### src/design/crse_pkg.sv
// Shared types and constants of the Catmull-Rom segment evaluator.
// Used by the front end, the command queue, the back end and the top level.
package crse_pkg;

  localparam int unsigned CoordW    = 32;
  localparam int unsigned ParamW    = 17;
  localparam int unsigned WinDepth  = 4;
  localparam int unsigned LoadW     = 3;
  localparam int unsigned NumLanes  = 3;
  localparam int unsigned NumSteps  = 8;
  localparam int unsigned StepW     = 4;
  localparam int unsigned TFracBits = 16;
  localparam int unsigned CoefW     = 18;
  localparam int unsigned OpndW     = 33;
  localparam int unsigned ProdW     = CoefW + OpndW;
  localparam int unsigned AccW      = 54;
  localparam int unsigned BasW      = 54;
  localparam int unsigned T2W       = 33;
  localparam int unsigned T3W       = 50;
  localparam int unsigned OutShift  = 17;

  localparam logic [ParamW-1:0] TOne = ParamW'(65536);

  typedef enum logic {
    MODE_PUSH = 1'b0,
    MODE_EVAL = 1'b1
  } mode_e;

  typedef struct packed {
    logic                                    is_eval;
    logic                                    incomplete;
    logic [ParamW-1:0]                       t;
    logic [NumLanes-1:0][CoordW-1:0]         pt;
  } entry_t;

  typedef enum logic [5:0] {
    S_IDLE  = 6'b000001,
    S_SQ    = 6'b000010,
    S_CUBE  = 6'b000100,
    S_BASIS = 6'b001000,
    S_MAC   = 6'b010000,
    S_OUT   = 6'b100000
  } state_e;

endpackage

### src/design/crse_front.sv
// Front end: accepts input beats, clamps t and tags evaluations with the window fill state.
// Depends on crse_pkg.
module crse_front (
  input  logic                        clk_i,
  input  logic                        rst_ni,
  input  logic                        in_valid_i,
  output logic                        in_ready_o,
  input  logic                        mode_i,
  input  logic signed [31:0]          point_x_i,
  input  logic signed [31:0]          point_y_i,
  input  logic signed [31:0]          point_z_i,
  input  logic [16:0]                 param_t_i,
  output logic                        q_valid_o,
  input  logic                        q_ready_i,
  output crse_pkg::entry_t            q_entry_o
);

  logic [crse_pkg::LoadW-1:0] loaded_d, loaded_q;
  logic                       accept;
  logic                       is_eval;
  logic                       incomplete;

  assign in_ready_o = q_ready_i;
  assign q_valid_o  = in_valid_i;
  assign accept     = in_valid_i & q_ready_i;
  assign is_eval    = (mode_i == crse_pkg::MODE_EVAL);
  assign incomplete = (loaded_q < crse_pkg::LoadW'(crse_pkg::WinDepth));

  always_comb begin
    q_entry_o.is_eval    = is_eval;
    q_entry_o.incomplete = incomplete;
    q_entry_o.t          = (param_t_i > crse_pkg::TOne) ? crse_pkg::TOne : param_t_i;
    q_entry_o.pt[0]      = point_x_i;
    q_entry_o.pt[1]      = point_y_i;
    q_entry_o.pt[2]      = point_z_i;
  end

  always_comb begin
    loaded_d = loaded_q;
    if (accept && !is_eval && incomplete) begin
      loaded_d = loaded_q + crse_pkg::LoadW'(1);
    end
  end

  always_ff @(posedge clk_i or negedge rst_ni) begin
    if (!rst_ni) begin
      loaded_q <= '0;
    end else begin
      loaded_q <= loaded_d;
    end
  end

endmodule

### config.mk
export PLATFORM = sky130hd
export DESIGN_NAME = crse_front
export DESIGN_NICKNAME = d
export VERILOG_FILES = /design/src/design/crse_pkg.sv /design/src/design/crse_front.sv
export SDC_FILE = /design/constraint.sdc
export NUM_CORES = 1
export LEC_CHECK = 0
export BUFFER_PORTS_ARGS = -buffer_cell sky130_fd_sc_hd__buf_2
export CAP_MARGIN = 20
export CORE_AREA = 5 5 88 90
export DETAILED_ROUTE_END_ITERATION = 6
export DIE_AREA = 0 0 93 95
export PLACE_DENSITY = 0.65
export SYNTH_ARGS = -nofsm -noshare
export SYNTH_HDL_FRONTEND = slang
export SYNTH_SLANG_ARGS = --single-unit
### constraint.sdc
create_clock -name clk_i -period 2.7 [get_ports clk_i]
set_input_delay 0 -clock clk_i [delete_from_list [all_inputs] [get_ports clk_i]]
set_output_delay 0 -clock clk_i [all_outputs]
set_load 0.02 [all_outputs]
### Yosys cells after proc, flatten, opt, wreduce, memory -nomap -nowiden

Index checks and enable logic that the tools add are counted.

* bits of input ports: 118
* flip-flop bits (word level): 3
* word-level logic and storage cells: 9

* $add $sub $neg: 1
* bitwise gates (word level): 1
* order comparisons: 2
* reductions and logical operators: 3
* muxes and demuxes: 1

Operator list (count)
* 17-bit > comparator (second input constant): 1
* 17-bit two-way mux: 1
* 3-bit by 1-bit adder with 3-bit output (second input constant): 1
* 3-bit < comparator (second input constant): 1
* 1-bit logical AND: 2
* 1-bit bitwise AND: 1
* 1-bit logical NOT: 1

### Longest topological paths before layout

* word-level depth: 3
* mapped depth: 3
* gate-level depth less buffers: 3

### Least setup slack after synthesis

No wires, ideal clock.

* path type: register -> register
* start point: register loaded_q[2] in the netlist's numbering
* end point: register loaded_q[1] in the netlist's numbering
* stages on the path, launching flop included: 3
* setup slack: 1.585 ns
* arrival time: 0.990 ns
* buffers on the path: 0
* required time: 2.575 ns
* clock period less this slack: 1.115 ns
* path through: dfrtp_1 -> nor3_1 -> mux2_2

* word-level cells in the longest chain between the ends: 2

RTL lines
* from (decl): line crse_front.sv:18 `logic [crse_pkg::LoadW-1:0] loaded_d, loaded_q;`
* from (signal assigned): line crse_front.sv:49 `loaded_q <= loaded_d;`
* 3-bit < comparator: line crse_front.sv:27 `assign incomplete = (loaded_q < crse_pkg::LoadW'(crse_pkg::WinDepth));`
* 1-bit logical AND: line crse_front.sv:40 `if (accept && !is_eval && incomplete) begin`

No other way between the ends.
A chain may end at the register's enable or synchronous reset.

### Worst setup path in the final report

Same ends and word-level chain as after synthesis.

==> impl_metrics.yaml <==
layout:
  utilization: 0.100
  diodes: 0
  final_nets: 200
  final_cells: 162
  fin_area_um2: 701
  largest-register: "loaded_q"
  largest_reg_flops: 3
  drive_gt1_frac: 0.650
  syn_to_final_growth_pct: -35.6
  top_regs: "loaded_q (3)"
sta:
  hold_viol_final: 0
  finalMaxSlewViolations: 0
  min_period_ps: 1170
  tns_ps: 0
  worstMarginPinSlew_ps: 385
  max_freq_mhz: 853
  setup_viol: 0
  clock_skew_ps: 0.337
  rsz0062_at_grt: "false"
  max_slew_margin: 0.741
  min_period_over_period: 0.434
floorplan:
  die_w_um: 93
  dieArea_um2: 8840
  initial_utilization: 0.156
  rows: 31
  core_um2: 6980
  io_pins: 235
  chipHeight_um: 95
global_route:
  grt_pass1_vias: 561
  gr-usage-met1: 0.0328
  antenna_found_initial: 0
  track_usage: 0.0507
  use_met2: 0.0810
  grt_pass1_wl_um: 3220
  grt_start_max_net_pins: 11
  overflow: 0
  busiest_layer: "met2"
  met3_usage: 0.0359
clock_tree:
  insertion_delay_ps: 220
  cts_setup_buffers: 0
  cts_sinks: 3
  root_buffer: "clkbuf_8"
  clk_pin_slew_ps: 30
  cts_htree_levels: 1
  clockBufferDepth: 2
  cts_resized: 0
  cts_tree: "yes"
  cts_buffers: 3
place:
  place_area_um2: 646
  io_buffers: 42
  place_congestion: 0.567
  dp_hpwl_um: 2240
  numPlacedInstances: 157
critical_path:
  path_cells: "nor3_1 -> mux2_2"
  reg2reg_depth: 2
  critPathMaxFanout: 2
  crit_family: "flip-flops"
  r2r_start: "loaded_q[2]"
  cp_slowest_cell: "dfrtp_1"
  cp.buffers_inverters: 0
  worst-setup-path-type: "flip-flop to flip-flop"
  worst-endpoint-required_ps: 2800
  ff2ff_setup_slack_ps: 1530
  endpoint_kind: "flip-flop"
  arrival_ps: 1270
  cp-start-kind: "flip-flop"
  r2r-end: "loaded_q[1]"
  slowest_delay_ps: 370
synthesis:
  yosysUniqueCellTypes: 15
  synth-edff-count: 0
  yosys_warnings: 0
  netlist_top_cells_area: "buf_4 69%, nor2b_1 8.6%, dfrtp_1 6.9%"
  syn_nets: 253
  ys_seq_area_frac: 0.0690
  syn_area_um2: 1090
  synthArstFlopShare: 1.00
  syn_inst: 134
  synth.avg_cell_area_um2: 8.11
  yosysMostFrequentCell: "buf_4"
  synthFlopType: "dfrtp_1"
  synth_area_leader_cell: "buf_4"
  synth_common_cells: "100 x buf_4, 15 x nor2b_1, 3 x dfrtp_1, 3 x inv_1"
  ys_ff_latch: 3
  synth_top_area_frac: 0.690
detailed_routing:
  antenna_left: 0
  drtPass1Iterations: 3
  routedWlPerCell_um: 15.5
  vias_per_cell: 3.35
  vias: 542
  drt_iter0_markers: 3
  drt_wl_total_um: 2510
  drc_errors: 0
power_and_ir_drop:
  p_leak_uw: 0.000332
  ir_drop_mv: 0.249
  p_total_uw: 257
  power-per-cell-area_nw_per_um2: 366
flow_run:
  cap_violations: 0
hold_path:
  hold_path_class: "primary input to output port"
  hp-start: "point_z_i[22]"
  worstHoldEndpoint: "q_entry_o[86]"
  hold_depth: 0
run_status:
  status: "complete, no violations"
==> layout by cell type (no fill, tap or decap), types with 2 or more instances in the layout <==
cell      instances
buf_2            42
clkbuf_8          3
dfrtp_1           3
inv_1             3
nor2b_1          15
nor4_2            2
nor4_4            2
==> per-stage QoR <==
stage / hold WS [ps] / setup slack (ps)
floorplan: -296 / 1590
global placement: -204 / 1540
detailed placement: -200 / 1510
CTS: 0.137 / 1500
global route: 0.0292 / 1390
finish: 0.00777 / 1530
==> area by class of cell <==
cell class	count	area [um^2]
fillers	821	6280
multi-input cells	27	246
repair buffers	43	220
well taps	82	103
flip-flops and latches	3	75.1
clock buffers	4	45.0
inverters	3	11.3
==> logic make-up after synthesis <==
| group | count (synthesis) | share of synthesized area |
|---|---|---|
| buffers and inverters | 104 | 0.704 |
| multiplexers | 1 | 0.0104 |
| XOR/XNOR | 1 | 0.00806 |
| AND/OR/NAND/NOR | 22 | 0.165 |
| adder cells (fa/ha/maj) | 1 | 0.0115 |
| AO/OA/AOI/OAI | 2 | 0.0322 |
| flip-flops | 3 | 0.0690 |
==> worst register-to-register path: stages (launching register included) <==
cell and delay (ps):
dfrtp_1 370, nor3_1 310, mux2_2 370
==> routing by layer <==
layer	vias to the layer above	routed length, um
met3	36	501
met2	83	1240
li1	205	-
met1	218	533
met5	-	0
met4	0	235
==> repair_timing <==
| item | CTS | global route |
|---|---|---|
| hold buffers | 1 | 0 |
| setup endpoints to repair | 0 | 0 |
| hold endpoints to repair | 3 | 0 |
==> worst max path at each step <==
stage,from,cells after the start,end,slack (ps)
floorplan,loaded_q[2],2,loaded_q[1],1590
global placement,param_t_i[13],5,q_entry_o[97],1540
detailed placement,param_t_i[2],5,q_entry_o[97],1510
CTS,param_t_i[2],5,q_entry_o[97],1500
global route,param_t_i[2],5,q_entry_o[97],1390
finish,loaded_q[2],2,loaded_q[1],1530
==> power by group <==
part	leakage (uW)	switching [uW]	total [uW]	internal (uW)
registers	0.0000362	0.455	46.3	45.9
logic	0.000273	48.5	80.8	32.2
clock network	0.0000228	29.1	130	101
Note: power is estimated with default switching activity, not from simulation.
