**config.mk**
```make
export PLATFORM = sky130hd
export DESIGN_NAME = crse_queue
export DESIGN_NICKNAME = d
export VERILOG_FILES = /design/src/design/crse_pkg.sv /design/src/design/crse_queue.sv
export SDC_FILE = /design/constraint.sdc
export NUM_CORES = 1
export LEC_CHECK = 0
export ABC_AREA = 1
export BUFFER_PORTS_ARGS = -buffer_cell sky130_fd_sc_hd__buf_2
export CAP_MARGIN = 15
export CELL_PAD_IN_SITES_DETAIL_PLACEMENT = 1
export CELL_PAD_IN_SITES_GLOBAL_PLACEMENT = 2
export CORE_MARGIN = 10
export CORE_UTILIZATION = 31
export DETAILED_ROUTE_END_ITERATION = 10
export PLACE_DENSITY = 0.75
export SLEW_MARGIN = 5
export SYNTH_ARGS = -nofsm -noshare
export SYNTH_HDL_FRONTEND = slang
export SYNTH_SLANG_ARGS = --single-unit
export TNS_END_PERCENT = 100
```
**constraint.sdc**
```tcl
create_clock -name clk_i -period 5.6 [get_ports clk_i]
set_input_delay 1.12 -clock clk_i [delete_from_list [all_inputs] [get_ports clk_i]]
set_output_delay 1.12 -clock clk_i [all_outputs]
set_load 0.05 [all_outputs]
```
**src/design/crse_pkg.sv**
```systemverilog
// Shared types and constants of the Catmull-Rom segment evaluator.
// Used by the front end, the command queue, the back end and the top level.
package crse_pkg;

  localparam int unsigned CoordW    = 32;
  localparam int unsigned ParamW    = 17;
  localparam int unsigned WinDepth  = 4;
  localparam int unsigned LoadW     = 3;
  localparam int unsigned NumLanes  = 3;
  localparam int unsigned NumSteps  = 8;
  localparam int unsigned StepW     = 4;
  localparam int unsigned TFracBits = 16;
  localparam int unsigned CoefW     = 18;
  localparam int unsigned OpndW     = 33;
  localparam int unsigned ProdW     = CoefW + OpndW;
  localparam int unsigned AccW      = 54;
  localparam int unsigned BasW      = 54;
  localparam int unsigned T2W       = 33;
  localparam int unsigned T3W       = 50;
  localparam int unsigned OutShift  = 17;

  localparam logic [ParamW-1:0] TOne = ParamW'(65536);

  typedef enum logic {
    MODE_PUSH = 1'b0,
    MODE_EVAL = 1'b1
  } mode_e;

  typedef struct packed {
    logic                                    is_eval;
    logic                                    incomplete;
    logic [ParamW-1:0]                       t;
    logic [NumLanes-1:0][CoordW-1:0]         pt;
  } entry_t;

  typedef enum logic [5:0] {
    S_IDLE  = 6'b000001,
    S_SQ    = 6'b000010,
    S_CUBE  = 6'b000100,
    S_BASIS = 6'b001000,
    S_MAC   = 6'b010000,
    S_OUT   = 6'b100000
  } state_e;

endpackage

```
**src/design/crse_queue.sv**
```systemverilog
// Command queue between the front end and the back end.
// Depends on crse_pkg for the entry type.
module crse_queue #(
  parameter int unsigned Depth = 2
) (
  input  logic             clk_i,
  input  logic             rst_ni,
  input  logic             wr_valid_i,
  output logic             wr_ready_o,
  input  crse_pkg::entry_t wr_entry_i,
  output logic             rd_valid_o,
  input  logic             rd_ready_i,
  output crse_pkg::entry_t rd_entry_o
);

  localparam int unsigned PtrW = (Depth > 1) ? $clog2(Depth) : 1;
  localparam int unsigned CntW = $clog2(Depth + 1);

  crse_pkg::entry_t mem_q [Depth];
  logic [PtrW-1:0]  wr_ptr_d, wr_ptr_q, rd_ptr_d, rd_ptr_q;
  logic [CntW-1:0]  cnt_d, cnt_q;
  logic             push, pop;

  assign wr_ready_o = (cnt_q != CntW'(Depth));
  assign rd_valid_o = (cnt_q != '0);
  assign rd_entry_o = mem_q[rd_ptr_q];
  assign push       = wr_valid_i & wr_ready_o;
  assign pop        = rd_valid_o & rd_ready_i;

  always_comb begin
    wr_ptr_d = wr_ptr_q;
    rd_ptr_d = rd_ptr_q;
    cnt_d    = cnt_q;
    if (push) begin
      wr_ptr_d = (wr_ptr_q == PtrW'(Depth - 1)) ? '0 : wr_ptr_q + PtrW'(1);
    end
    if (pop) begin
      rd_ptr_d = (rd_ptr_q == PtrW'(Depth - 1)) ? '0 : rd_ptr_q + PtrW'(1);
    end
    if (push && !pop) begin
      cnt_d = cnt_q + CntW'(1);
    end else if (pop && !push) begin
      cnt_d = cnt_q - CntW'(1);
    end
  end

  always_ff @(posedge clk_i or negedge rst_ni) begin
    if (!rst_ni) begin
      wr_ptr_q <= '0;
      rd_ptr_q <= '0;
      cnt_q    <= '0;
    end else begin
      wr_ptr_q <= wr_ptr_d;
      rd_ptr_q <= rd_ptr_d;
      cnt_q    <= cnt_d;
    end
  end

  always_ff @(posedge clk_i) begin
    if (push) begin
      mem_q[wr_ptr_q] <= wr_entry_i;
    end
  end

endmodule

```
# --- Yosys cells after proc, flatten, opt, wreduce, memory -nomap -nowiden ---
# Memory sizes are Yosys's and may differ from the RTL's.
# Index checks and enable logic that the tools add are counted.
word_totals:
  output_inout_bits: 117
  mem_bits_rw: 230
  memories: 1
  in_bits: 119
  word_cells: 23
  ff_bits: 4
op_classes:
  bitwise: 2
  eq_ne: 1
  add_sub_neg: 4
  reduce_logical: 6
  mux: 6
mem_list:
  columns: ["name", "words", "width", "rd", "rd_ports_with_merged_regs", "wr", "line_no", "rtl"]
  rows:
  - ["mem_q", 2, 115, 1, 0, 1, "crse_queue.sv:19", "crse_pkg::entry_t mem_q [Depth];"]
ops:
  columns: ["cell", "count"]
  rows:
  - ["two-way mux 1 bit", 4]
  - ["two-way mux 2 bit", 2]
  - ["nonzero test 2 bit", 2]
  - ["adder 1 bit, second input constant", 2]
  - ["adder 2 x 1 -> 2 bit, second input constant", 1]
  - ["bitwise AND 1 bit", 2]
  - ["logical AND 1 bit", 2]
  - ["logical NOT 1 bit", 2]
  - ["!= test 2 bit, second input constant", 1]
  - ["subtractor 2 x 1 -> 2 bit, second input constant", 1]

# --- Depth between registers and ports, before layout ---
logic_depth:
  ltp_word: 6
  mapped_depth: 10
  mapped_depth_nobuf: 10

# --- Worst setup path before layout ---
# OpenSTA, ideal clock, no wires.
synth_path:
  path_kind: "input to register"
  startpoint: "in wr_valid_i"
  endpoint: "mem mem_q[0][0] (netlist bit), enable pin"
  path_stages: 2
  required_time_ns: 5.009
  path_buffers: 0
  setup_slack_ns: -1.032
  setup_time_ns: 0.591
  arrival_time_ns: 6.041
  path_cell_list: "nand2_1 > nor2_1"
synth_between:
  elab_chain_len: 3
synth_rtl:
  columns: ["element", "line_no", "rtl"]
  rows:
  - ["from (decl)", "crse_queue.sv:8", "input logic wr_valid_i,"]
  - ["bitwise AND 1 bit", "crse_queue.sv:27", "assign push = wr_valid_i & wr_ready_o;"]
  - ["two-way mux 1 bit", "crse_queue.sv:60", "if (push) begin"]
  - ["two-way mux 1 bit (implied by the code)", "crse_queue.sv:61", "mem_q[wr_ptr_q] <= wr_entry_i;"]
  - ["to (decl)", "crse_queue.sv:19", null]
# No other way between the ends.

==> results_dict.tcl <==
set metrics [dict create \
    run_status "finished, final reports clean" \
    final_critical_path_setup_slack_ns 1.44 \
    met3_length_mm 1.66 \
    setup.reg_to_reg.worst_slack_ns 3.13 \
    post_cts.resized_instances 0 \
    min_period_over_period 0.743 \
    final_area_mm2 0.0110 \
    fmax_achieved_mhz 240 \
    synthesis.area_mm2 0.00859 \
    post_synthesis_sequential_area_ratio 0.815 \
    comb_power_share 0.428 \
    worstPathArrival_ns 3.04 \
    grt_start_max_net_pins 99 \
    route.top_layer_used "met5" \
    post_drt_wl_per_cell_um 17.7 \
    ctsRootBufferMaster "clkbuf_16" \
    std_cell_rows 60 \
    endpoint "rd_entry_o[6]" \
    numCtsBuffers 26 \
    dp_cells 1217 \
    cts.sinks 234 \
    detailroute.wirelength.met2_mm 10.6 \
    via_count 5408 \
    power_leakage_nw 4.67 \
    power.density_cell_area_mw_per_mm2 670 \
    drc 0 \
    worst_skew_pair_latency_ns 0.51 \
    finalMaxSlewViolations 0 \
    netlist_instances 629 \
    clock_skew_ns 0.00768 \
    p_sw_w 0.00337 \
    grt_antenna_before_repair 1 \
    ys_warn_count 0 \
    post_cts.repair.setup_buffers 0 \
    detail_route.iter0.violations 258 \
    clock_path_buffers 3 \
    grt_remaining_overflow 0 \
    max_slew_margin 0.274 \
    wl_met1_mm 9.85 \
    clock_tree_from_tritoncts "done" \
    grt_setup_unrepaired "false" \
    worst_ep_required_time_ns 4.48 \
    final_hold_vios 0 \
    fp.dieH_um 186 \
    drv_cap 0 \
    setup_violations 0 \
    timing.setup.critical_path_class "flip-flop to primary output" \
    regToRegStartpoint "cnt_q[0]$_DFFE_PN0P_" \
    synthToLayoutAreaGrowth_pct 27.9 \
    route.final.wire_length_mm 22.4 \
    core_area_mm2 0.0271 \
    worst_setup_path_start_kind "flip-flop" \
    syn_area_per_cell_um2 13.7 \
    cts.clk_slew.worst_paths_ns 0.06 \
    sequential_share_of_power 0.348 \
    route.detailed.vias_per_inst 4.27 \
    final_nets 993 \
    place.detailed.hpwl_mm 15.4 \
    ctsHoldBuffers 0 \
    post_dp_cell_area_mm2 0.0102 \
    synth_net_count 749 \
    finalNonFillerCells 1266 \
    worst_slew_pin_slew_ns 1.09 \
    grt_first_pass_wirelength_mm 34.2 \
    worst-path-max-fanout 98 \
    netSwitchingFraction 0.458 \
    die-width_um 186 \
    io_buffer_count 235 \
    reg2reg_depth 5 \
    ioPinCount 236 \
    launching_instance_or_port_of_the_critical_path "rd_ptr_q$_DFFE_PN0P_" \
    h-tree-depth 1 \
    irDropWorstVdd_v 0.000283 \
    worst_r2r_endpoint "mem_q[1][87]$_DFFE_PP_" \
    post_route_cells_drive_above_1_share 0.310 \
    postRouteAntennaNets 0 \
    via_count_of_the_first_global_routing_pass 5974 \
    gp_congestion 0.733 \
    placement.setup.worst_slack_ns 1.92 \
    class_of_the_most_critical_hold_timing_path "input pin to async pin" \
    timing.final.crit_period_ns 4.16 \
    initial_core_util 0.317 \
    drt_pass1_iterations 4 \
    yosys_register_bits 234 \
    worstSetupEndpointType "primary output" \
    synth_cell_type_count 14 \
    track_usage 0.123 \
    intPower_w 0.00399 \
    die_area_mm2 0.0348 \
    power.clock.fraction 0.225 \
]
state kept, by name, summed over array words and instances (netlist names):
signal and count:
rd_ptr_q 1, mem_q 230, cnt_q 2, wr_ptr_q 1
cells by family (layout without fill, tap and decap cells):
logic type,Yosys count,after routing,share of synthesized area
buffers and inverters,32,296,0.0233
other,0,1,0
xor gates and xnor gates,2,2,0.00204
and+or+nand+nor,360,360,0.158
adders and majority gates,1,1,0.00146
DFF,234,234,0.815
per-stage QoR:
stage / total power [W] / hold slack, ns / setup TNS (ns) / util
global placement: 0.00579 / 0.495 / 0 / 0.375
finish: 0.00736 / 0.406 / 0 / 0.406
global route: 0.00777 / 0.378 / 0 / 0.405
floorplan: 0.00502 / 0.462 / -237.40 / -
detailed placement: 0.00582 / 0.492 / 0 / 0.375
CTS: 0.00750 / 0.380 / 0 / 0.405
layout by cell type (no fill, tap or decap), types with 2 or more instances in the layout:
cell         n
buf_12       2
buf_2      235
buf_4        4
bufinv_16    3
clkbuf_1     8
clkbuf_16   27
clkinv_1     8
clkinv_2     2
dfrtp_1      3
edfxtp_1   230
inv_1        6
nand2_1    355
nand3_1      2
nor2_4       2
worst max-delay path, stage by stage, from the launching register on:
cell and delay [ns]:
dfrtp_4 0.73, inv_4 0.86, buf_4 0.37, nand2_1 0.08
nand2_1 0.06, buf_2 0.26
worst min path at each step:
| stage | startpoint | endpoint | slack, ns |
|---|---|---|---|
| 2_1_floorplan | cnt_q[1]$_DFFE_PN0P_ | cnt_q[1]$_DFFE_PN0P_ | 0.46 |
| 3_3_place_gp | cnt_q[1]$_DFFE_PN0P_ | cnt_q[1]$_DFFE_PN0P_ | 0.49 |
| 3_5_place_dp | cnt_q[1]$_DFFE_PN0P_ | cnt_q[1]$_DFFE_PN0P_ | 0.49 |
| 4_1_cts | rst_ni | rd_ptr_q$_DFFE_PN0P_ | 0.38 |
| 5_1_grt | rst_ni | rd_ptr_q$_DFFE_PN0P_ | 0.38 |
| 6_report | rst_ni | rd_ptr_q$_DFFE_PN0P_ | 0.41 |
metal layers:
layer  vias up  global-route usage
li1       2605                   -
met1      2599               0.153
met2       173               0.204
met3        29              0.0404
met4         2              0.0273
met5         -                   0
Yosys cell counts (all sizes together):
library cell | count | area [um2]
inv | 7 | 28.8
nand2 | 355 | 1330
nand4 | 1 | 6.26
edfxtp | 230 | 6910
nand3 | 2 | 10.0
dfrtp | 4 | 100
buf | 25 | 171
xor2 | 1 | 8.76
nor2 | 2 | 7.51
ha | 1 | 12.5
xnor2 | 1 | 8.76
power by group through the flow:
stage,clock [W],sequential [W],combinational [W]
after floorplan,0,0.00257,0.00244
after global placement,0,0.00259,0.00320
after detailed placement,0,0.00260,0.00322
after CTS,0.00170,0.00257,0.00323
after global routing,0.00178,0.00261,0.00338
final,0.00165,0.00256,0.00315
area by class of cell:
| type | count | area, um2 |
|---|---|---|
| tap | 372 | 465 |
| inverter | 7 | 28.8 |
| antenna | 1 | 2.50 |
| timing repair buffer | 241 | 1250 |
| fill | 2932 | 16100 |
| sequential | 234 | 7010 |
| clock buffer | 35 | 706 |
| clock inverter | 13 | 130 |
| multi-input combinational | 363 | 1400 |
Note: power is estimated with default switching activity, not from simulation.
